$ cat config.mk
export PLATFORM = sky130hd
export DESIGN_NAME = qbd_ctrl
export DESIGN_NICKNAME = d
export VERILOG_FILES = /design/src/hw/rtl/qbd_pkg.sv /design/src/hw/rtl/qbd_ctrl.sv
export SDC_FILE = /design/constraint.sdc
export NUM_CORES = 1
export LEC_CHECK = 0
export BUFFER_PORTS_ARGS = -buffer_cell sky130_fd_sc_hd__buf_4
export CAP_MARGIN = 20
export CELL_PAD_IN_SITES_DETAIL_PLACEMENT = 1
export CELL_PAD_IN_SITES_GLOBAL_PLACEMENT = 1
export CORE_MARGIN = 1
export CORE_UTILIZATION = 42
export DETAILED_ROUTE_END_ITERATION = 8
export GPL_TIMING_DRIVEN = 0
export MAX_ROUTING_LAYER = met4
export PLACE_DENSITY_LB_ADDON = 0.1
export SKIP_CTS_REPAIR_TIMING = 1
export SLEW_MARGIN = 20
export SYNTH_ARGS = -nofsm -noshare
export SYNTH_HDL_FRONTEND = slang
export SYNTH_SLANG_ARGS = --single-unit
$ cat constraint.sdc
create_clock -name i_clk -period 3.7 [get_ports i_clk]
set_input_delay 1.11 -clock i_clk [delete_from_list [all_inputs] [get_ports i_clk]]
set_output_delay 1.11 -clock i_clk [all_outputs]
set_load 0.05 [all_outputs]
$ cat src/hw/rtl/qbd_pkg.sv
`timescale 1ns / 1ps
`default_nettype none

package qbd_pkg;

    typedef enum logic [1:0] {
        FMT_F32  = 2'd0,
        FMT_Q8_0 = 2'd1,
        FMT_Q4_K = 2'd2,
        FMT_Q6_K = 2'd3
    } t_fmt;

    localparam logic [7:0] LEN_F32  = 8'd4;
    localparam logic [7:0] LEN_Q8_0 = 8'd34;
    localparam logic [7:0] LEN_Q4_K = 8'd144;
    localparam logic [7:0] LEN_Q6_K = 8'd210;

    localparam logic [7:0] POS_Q8_FIRST = 8'd5;
    localparam logic [7:0] POS_Q4_FIRST = 8'd19;
    localparam logic [7:0] POS_Q6_DLO   = 8'd208;
    localparam logic [7:0] POS_Q6_LAST  = 8'd209;

    typedef struct packed {
        logic       capture;
        logic [7:0] pos;
        t_fmt       fmt;
        logic       conv;
        logic       prep;
        logic       rd_hb;
        logic       mul;
        logic       f32;
        logic [1:0] lane;
        logic [5:0] ri;
        logic [7:0] cur_pos;
    } t_cmd;

    function automatic logic signed [32:0] half_to_q16(input logic [15:0] h);
        logic [4:0]  e;
        logic [9:0]  m;
        logic [3:0]  r;
        logic [32:0] mag;
        e = h[14:10];
        m = h[9:0];
        r = 4'd0;
        if (e == 5'd0) begin
            mag = ({23'd0, m} + 33'd128) >> 8;
        end else if (e == 5'd31) begin
            mag = 33'd1 << 30;
        end else if (e >= 5'd9) begin
            mag = {22'd0, 1'b1, m} << (e - 5'd9);
        end else begin
            r   = 4'(5'd9 - e);
            mag = ({22'd0, 1'b1, m} + (33'd1 << (r - 4'd1))) >> r;
        end
        return h[15] ? $signed(-mag) : $signed(mag);
    endfunction

    function automatic logic [63:0] single_to_q16(input logic [31:0] u);
        logic [7:0]  e;
        logic [7:0]  sh;
        logic [63:0] v;
        e  = u[30:23];
        sh = 8'd0;
        if (e == 8'd0) begin
            v = 64'd0;
        end else if (e == 8'hFF) begin
            v = 64'd1 << 30;
        end else begin
            v = {40'd0, 1'b1, u[22:0]};
            if (e >= 8'd134) begin
                sh = e - 8'd134;
                v  = (sh < 8'd64) ? (v << sh[5:0]) : 64'd0;
            end else begin
                sh = 8'd134 - e;
                v  = (sh < 8'd64) ? (v >> sh[5:0]) : 64'd0;
            end
        end
        return u[31] ? (64'd0 - v) : v;
    endfunction

endpackage

`default_nettype wire

$ cat src/hw/rtl/qbd_ctrl.sv
`timescale 1ns / 1ps
`default_nettype none

module qbd_ctrl (
    input  wire logic          i_clk,
    input  wire logic          i_rst_n,
    input  wire logic          i_cfg_valid,
    input  wire logic [1:0]    i_cfg_block_format,
    output logic               o_cfg_ready,
    input  wire logic          i_data_valid,
    output logic               o_data_ready,
    output logic               o_res_valid,
    input  wire logic          i_res_ready,
    output qbd_pkg::t_cmd      o_cmd
);
    import qbd_pkg::*;

    typedef enum logic [2:0] {
        S_IDLE, S_CONV, S_PREP, S_RDLO, S_RDHB, S_MUL, S_F32, S_EMIT
    } t_state;

    t_state     r_state;
    t_fmt       r_fmt;
    logic [7:0] r_pos;
    logic [7:0] r_cur;
    logic [5:0] r_ri;
    logic [1:0] r_k;

    logic       data_acc;
    logic       cfg_acc;
    logic       fire;
    logic [7:0] blk_len;
    logic [7:0] n_pos;

    always_comb begin
        o_cfg_ready  = (r_state == S_IDLE);
        o_data_ready = (r_state == S_IDLE) && !i_cfg_valid;
        o_res_valid  = (r_state == S_EMIT);
        cfg_acc      = i_cfg_valid && o_cfg_ready;
        data_acc     = i_data_valid && o_data_ready;

        unique case (r_fmt)
            FMT_F32: begin
                blk_len = LEN_F32;
                fire    = (r_pos == LEN_F32 - 8'd1);
            end
            FMT_Q8_0: begin
                blk_len = LEN_Q8_0;
                fire    = (r_pos >= POS_Q8_FIRST) && (r_pos[1:0] == 2'b01);
            end
            FMT_Q4_K: begin
                blk_len = LEN_Q4_K;
                fire    = (r_pos >= POS_Q4_FIRST) && (r_pos[1:0] == 2'b11);
            end
            FMT_Q6_K: begin
                blk_len = LEN_Q6_K;
                fire    = (r_pos == POS_Q6_LAST);
            end
            default: begin
                blk_len = LEN_F32;
                fire    = 1'b0;
            end
        endcase
        n_pos = (r_pos == blk_len - 8'd1) ? 8'd0 : r_pos + 8'd1;

        o_cmd.capture = data_acc;
        o_cmd.pos     = r_pos;
        o_cmd.fmt     = r_fmt;
        o_cmd.conv    = (r_state == S_CONV);
        o_cmd.prep    = (r_state == S_PREP);
        o_cmd.rd_hb   = (r_state == S_RDHB);
        o_cmd.mul     = (r_state == S_MUL);
        o_cmd.f32     = (r_state == S_F32);
        o_cmd.lane    = r_k;
        o_cmd.ri      = r_ri;
        o_cmd.cur_pos = r_cur;
    end

    always_ff @(posedge i_clk) begin
        if (!i_rst_n) begin
            r_state <= S_IDLE;
            r_fmt   <= FMT_F32;
            r_pos   <= 8'd0;
            r_cur   <= 8'd0;
            r_ri    <= 6'd0;
            r_k     <= 2'd0;
        end else begin
            unique case (r_state)
                S_IDLE: begin
                    if (cfg_acc) begin
                        r_fmt <= t_fmt'(i_cfg_block_format);
                        r_pos <= 8'd0;
                    end else if (data_acc) begin
                        r_pos <= n_pos;
                        r_cur <= r_pos;
                        r_ri  <= 6'd0;
                        r_k   <= 2'd0;
                        if (fire) begin
                            r_state <= (r_fmt == FMT_F32) ? S_F32 : S_CONV;
                        end
                    end
                end
                S_CONV: r_state <= S_PREP;
                S_PREP: begin
                    r_k     <= 2'd0;
                    r_state <= (r_fmt == FMT_Q6_K) ? S_RDLO : S_MUL;
                end
                S_RDLO: r_state <= S_RDHB;
                S_RDHB: r_state <= S_MUL;
                S_MUL: begin
                    if (r_k == 2'd3) begin
                        r_state <= S_EMIT;
                    end else begin
                        r_k     <= r_k + 2'd1;
                        r_state <= (r_fmt == FMT_Q6_K) ? S_RDLO : S_MUL;
                    end
                end
                S_F32: r_state <= S_EMIT;
                S_EMIT: begin
                    if (i_res_ready) begin
                        if (r_fmt == FMT_Q4_K && r_ri == 6'd0) begin
                            r_ri    <= 6'd1;
                            r_state <= S_PREP;
                        end else if (r_fmt == FMT_Q6_K && !(&r_ri)) begin
                            r_ri    <= r_ri + 6'd1;
                            r_state <= S_PREP;
                        end else begin
                            r_state <= S_IDLE;
                        end
                    end
                end
                default: r_state <= S_IDLE;
            endcase
        end
    end

endmodule

`default_nettype wire

==> results of run 1 <==
cells by family (layout without fill, tap and decap cells):
logic type,Yosys count,after routing,share of synthesized area
adder cells (fa/ha/maj),12,12,0.0804
buffers and inverters,25,73,0.0576
flip-flops,29,29,0.311
AO/OA/AOI/OAI,64,64,0.257
XOR/XNOR,6,6,0.0281
AND/OR/NAND/NOR,91,91,0.261
multiplexers,1,1,0.00536
layout make-up:
class	count	area share
Clock inverter	1	0.00215
Buffer	13	0.0268
Clock buffer	7	0.0413
Inverter	12	0.0193
Multi-Input combinational cell	174	0.506
Sequential cell	29	0.249
Timing Repair Buffer	40	0.129
Tap cell	50	0.0268
layer usage:
layer  up-vias  global-route usage  part of all wire
li1        898                   -                 -
met1       907               0.327              0.50
met2        42               0.408              0.45
met3         7              0.0395             0.031
met4         0              0.0781             0.010
met5         -                   -                 0
tightest hold or removal path: cells and delay by family, from the launching register on:
kind	cells	cell delay, ns
AO/OA/AOI/OAI	1	0.06
AND/OR/NAND/NOR	1	0.05
flip-flops	1	0.31
power by group:
group	switching [mW]	internal (mW)	leakage (nW)
logic	0.198	0.101	0.711
registers	0.0165	0.323	0.234
clock network	0.127	0.168	0.0542
total	0.342	0.592	1.00
state kept, by name, summed over array words and instances (netlist names):
| signal | count |
|---|---|
| r_cur | 8 |
| r_fmt | 2 |
| r_k | 2 |
| r_pos | 8 |
| r_ri | 6 |
| r_state | 3 |
per-stage QoR:
stage | hold slack (ns) | worst slack (ns) | util
finish | 0.465 | 0.0757 | 0.563
global route | 0.504 | 0.0398 | 0.563
CTS | 0.470 | 0.107 | 0.563
detailed placement | 0.461 | 0.107 | 0.538
global placement | 0.454 | 0.133 | 0.538
floorplan | 0.639 | 0.0312 | -
final timing paths:
kind,cells after the start,endpoint
hold / removal,2,r_cur[4]
setup / recovery,6,o_cmd[31]
setup reg to reg,7,r_pos[2]
hold reg to reg,2,r_cur[4]
cell usage in the layout, fill, tap and decap left out, drive strengths merged, types with 7 or more instances in the layout:
cell type and instances:
buf 44, dfxtp 29, nand2 28, clkbuf 16, nor2 13, nor2b 12
ha 12, inv 12, a21boi 11, a21oi 10, o21ai 10, and3 8
a22o 7
==> metrics.md, run 1 <==
| Metric | Value |
|---|---|
| Number of max-cap violations | 0 |
| Clock-pin slew on the worst setup and hold paths | 0.06 ns |
| Worst EP arrival | 2.51 ns |
| Main flop type after synthesis | dfxtp_1 |
| Number of unique standard cell types used by synthesis | 52 |
| Vias/cell | roughly 5.7 |
| Die Y | roughly 69 um |
| Die area | about 4700 sq um |
| Worst Path Max Fanout | 10 |
| 1st-iter DRT viols | ~100 |
| Finished Cell Area | 2330 sq um |
| Post-synth EDFFs | 0 |
| IO Pins | 42 |
| Flops & latches, synth | 29 |
| Final Hold Fails | 0 |
| Fin nets | about 290 |
| Synth cell count leaders | dfxtp_1, nand2_1, nor2_1, ha_1, nor2b_1 |
| DRC | 0 |
| Startpoint Class | input pin |
| Die width | 68.7 um |
| Area of the multi-input gates | between 1000 and 1500 sq um |
| CP max-delay cell | nor2b_1 |
| Top cells by area, synth | dfxtp_1, ha_1, nand2_1, a21boi_0, nor2b_1 |
| Hold Crit Class | reg -> reg |
| Vias in the first global route | 1781 |
| CTS sink cnt | 29 |
| Synthesized area per cell | ~8.2 sq um |
| Buffers on Ports | 40 |
| Vias | 1854 |
| Slew margin rel. | 0.636 |
| Mapped cell area | ~1900 sq um |
| Fin crit period | roughly 3.6 ns |
| Fraction of registers with async set/reset | 0 |
| DP Area | around 2200 sq um |
| RSZ-0062 raised after global routing | false |
| Gr usage total | 0.255 |
| Initial core utilization | 0.450 |
| Global-route wire length before repair | approximately 8600 um |
| Fin crit share | 0.980 |
| Count of pins over their slew limit | 0 |
| DP Wirelength | 3630 um |
| Layout area overhead | 24.9% |
| Routed Wire Length | roughly 5200 um |
| Hold Crit Start | r_cur[4] |
| Core area | just over 4000 sq um |
| Final antenna diode count | 0 |
| CTS tree | built |
| Pin count of the biggest net entering global routing | 11 |
| Critical Path Most Common Cell | buf_4 |
| CP endpoint kind | output port |
| Power, Total | about 930 uW |
| Storage element area | 581 sq um |
| # placed instances | between 300 and 400 |
| Non-Filler Instances | ~330 |
| Seq/Total Area, Yosys | 0.311 |
| Yosys top cell area share | 0.311 |
| CTS max path bufs | 2 |
| Skew-Pair Late Insertion Delay | approximately 0.28 ns |
| DRT Pass-1 Iters | 4 |
| Count leader, synth | dfxtp_1 |
| Max Freq | 0.276 GHz |
| Status | complete, no violations |
| Grt total ovfl | 0 |
| TritonCTS Buffers | 5 |
| Final setup viols | 0 |
| Setup TNS Final | 0 ns |
| Reg-to-Reg Start | r_fmt[0] |
| Cells along the critical path | buf_4 -> nor2b_1 -> nand2_2 -> inv_2 -> buf_4 -> buf_4 |
| Worst path required time | ~2.6 ns |
| P per Cell Area | ~400 nW/um^2 |
| Reg2reg setup slack | 1.47 ns |
| Cell Rows | 23 |
| Antenna Nets Post-Route | 0 |
| Leak Pwr | around 1.0 nW |
| H-tree depth | 2 |
| Slowest stage delay, CP | around 0.43 ns |
| Crit path from | i_cfg_valid |
| Syn. warnings | 0 |
| Critical path class | in -> out |
| Wirelength per Cell | about 16 um |
| Maximum VDD drop | 0.000193 V |
| Buf/Inv on CP | 4 |
| GP Congestion | slightly above 0.8 |
| Initial antenna violation count | 0 |
| Mapped Nets | approximately 250 |
| Clk Tree Root Cell | clkbuf_8 |
| Share of cells above drive strength 1 | 0.232 |
| Worst-Margin Slew | 0.546 ns |
| Worst Skew | ~0.0066 ns |
| Top delay family on crit path | simple AND/OR/NAND/NOR gates |
| Synthesized instance count | 228 |
| # fillers | 512 |
| Area leader, netlist | dfxtp_1 |
No activity file was read; power rests on OpenSTA's default activity.
==> run 2, diff against run 1 <==
--- a/config.mk
+++ b/config.mk
@@ -11,9 +11,9 @@
 export CELL_PAD_IN_SITES_GLOBAL_PLACEMENT = 1
 export CORE_MARGIN = 1
 export CORE_UTILIZATION = 42
+export CTS_CLUSTER_DIAMETER = 80
 export DETAILED_ROUTE_END_ITERATION = 8
 export GPL_TIMING_DRIVEN = 0
-export MAX_ROUTING_LAYER = met4
 export PLACE_DENSITY_LB_ADDON = 0.1
 export SKIP_CTS_REPAIR_TIMING = 1
 export SLEW_MARGIN = 20
==> run 2 against run 1 <==
Against the previous run: combinational power is essentially flat; fmax grew 0.30%; non-clock buffer count is the same; cell count is the same; power grew 0.16%; sequential share of layout area is the same; die area is the same; hold slack is essentially flat; register-to-register slack is essentially flat; worst setup slack gained 0.011 ns; largest cell class unchanged; highest routed layer unchanged.
==> metrics.md, run 2 (synthesized netlist as in run 1, its figures left out) <==
| Metric | Value |
|---|---|
| RSZ-0062 raised after global routing | false |
| DRT Pass-1 Iters | 6 |
| IO Pins | 42 |
| Pin count of the biggest net entering global routing | 11 |
| Final setup margin | about 0.086 ns |
| Worst Path Max Fanout | 10 |
| Place WS | 0.107 ns |
| Vias/cell | around 5.7 |
| CTS tree | built |
| Worst Skew | around 0.0067 ns |
| Largest regs | r_cur: 8 flops, r_pos: 8 flops, r_ri: 6 flops |
| P per Cell Area | 401 nW/um^2 |
| Gr usage total | 0.249 |
| Global-route wire length before repair | around 8600 um |
| Die Y | roughly 70 um |
| Hold Crit Class | reg -> reg |
| Leak Pwr | between 0.9 and 1 nW |
| Final setup viols | 0 |
| Wirelength per Cell | between 15 and 20 um |
| Status | complete, no violations |
| DRC | 0 |
| Vias | 1849 |
| Buffers on Ports | 40 |
| Skew-Pair Late Insertion Delay | approximately 0.28 ns |
| Final Hold Fails | 0 |
| H-tree depth | 2 |
| Fin crit period | around 3.6 ns |
| Worst path required time | between 2 and 3 ns |
| Fin crit share | 0.977 |
| Share of cells above drive strength 1 | 0.232 |
| Clk Tree Root Cell | clkbuf_8 |
| Initial antenna violation count | 0 |
| Finished Cell Area | roughly 2300 sq um |
| Worst EP arrival | approximately 2.5 ns |
| Fin nets | 294 |
| DP Wirelength | between 3000 and 4000 um |
| Die area | around 4700 sq um |
| Most frequent cells in the layout | buf_4, dfxtp_1, nand2_1, nor2_1 |
| GP Congestion | about 0.8 |
| Maximum VDD drop | 0.000193 V |
| Critical path class | in -> out |
| Slew margin rel. | 0.629 |
| Grt total ovfl | 0 |
| Cell Rows | 23 |
| Fin util | 0.563 |
| CP endpoint kind | output port |
| Number of max-cap violations | 0 |
| CTS sink cnt | 29 |
| DP Area | 2230 sq um |
| Vias in the first global route | roughly 1800 |
| Max Freq | approximately 0.28 GHz |
| Layout area overhead | 24.9% |
| TritonCTS Buffers | 5 |
| 1st-iter DRT viols | about 110 |
| Routed Wire Length | 5250 um |
| Count of pins over their slew limit | 0 |
| Antenna Nets Post-Route | 0 |
| Clock-pin slew on the worst setup and hold paths | ~0.060 ns |
| CTS max path bufs | 2 |
| Worst-Margin Slew | between 0.5 and 0.6 ns |
| Die width | approximately 70 um |
| Final antenna diode count | 0 |
| Core area | 4140 sq um |
| Startpoint Class | input pin |
| Initial core utilization | 0.450 |
| Setup TNS Final | 0 ns |
| Most common cell after layout, fill and taps aside | buf_4 |
## run 2: cell counts in the layout (fill, tap and decap cells not counted)
Identical to the previous run, type by type.
## run 2: critical path, stage by stage
cell and delay, ns:
buf_4 0.13, nor2b_1 0.43, nand2_2 0.27, inv_2 0.24, buf_4 0.14, buf_4 0.18
## run 2: cell type report
type | count | area (sq um)
Fill cell | 512 | 1810
Tap cell | 50 | 62.6
Sequential cell | 29 | 581
Clock buffer | 7 | 96.3
Multi-Input combinational cell | 174 | 1180
Clock inverter | 1 | 5.00
Buffer | 13 | 62.6
Inverter | 12 | 45.0
Timing Repair Buffer | 40 | 300
## run 2: path summary, 6_finish.rpt
path	start	endpoint	slack [ns]	depth (start not counted)
setup / recovery	i_cfg_valid	o_cmd[31]	0.09	6
hold reg to reg	r_cur[4]	r_cur[4]	0.46	2
hold / removal	r_cur[4]	r_cur[4]	0.46	2
setup reg to reg	r_fmt[0]	r_pos[2]	1.48	7
## run 2: layer usage
metal / vias to the layer above / global-route usage / wire length (um)
met3: 4 / 0.0543 / 185
li1: 898 / - / -
met2: 43 / 0.407 / 2400
met5: - / 0 / 0
met1: 904 / 0.327 / 2620
met4: 0 / 0.0651 / 44
## run 2: power breakdown
| group | internal (mW) | switching [mW] |
|---|---|---|
| logic | 0.101 | 0.198 |
| registers | 0.323 | 0.0165 |
| clock network | 0.168 | 0.128 |
## run 2: metrics by stage
step                std cells  power [mW]  hold slack [ns]
floorplan                 228       0.561            0.639
global placement          318       0.634            0.454
detailed placement        318       0.640            0.461
CTS                       326       0.938            0.470
global route              326       0.978            0.504
finish                    326       0.935            0.465
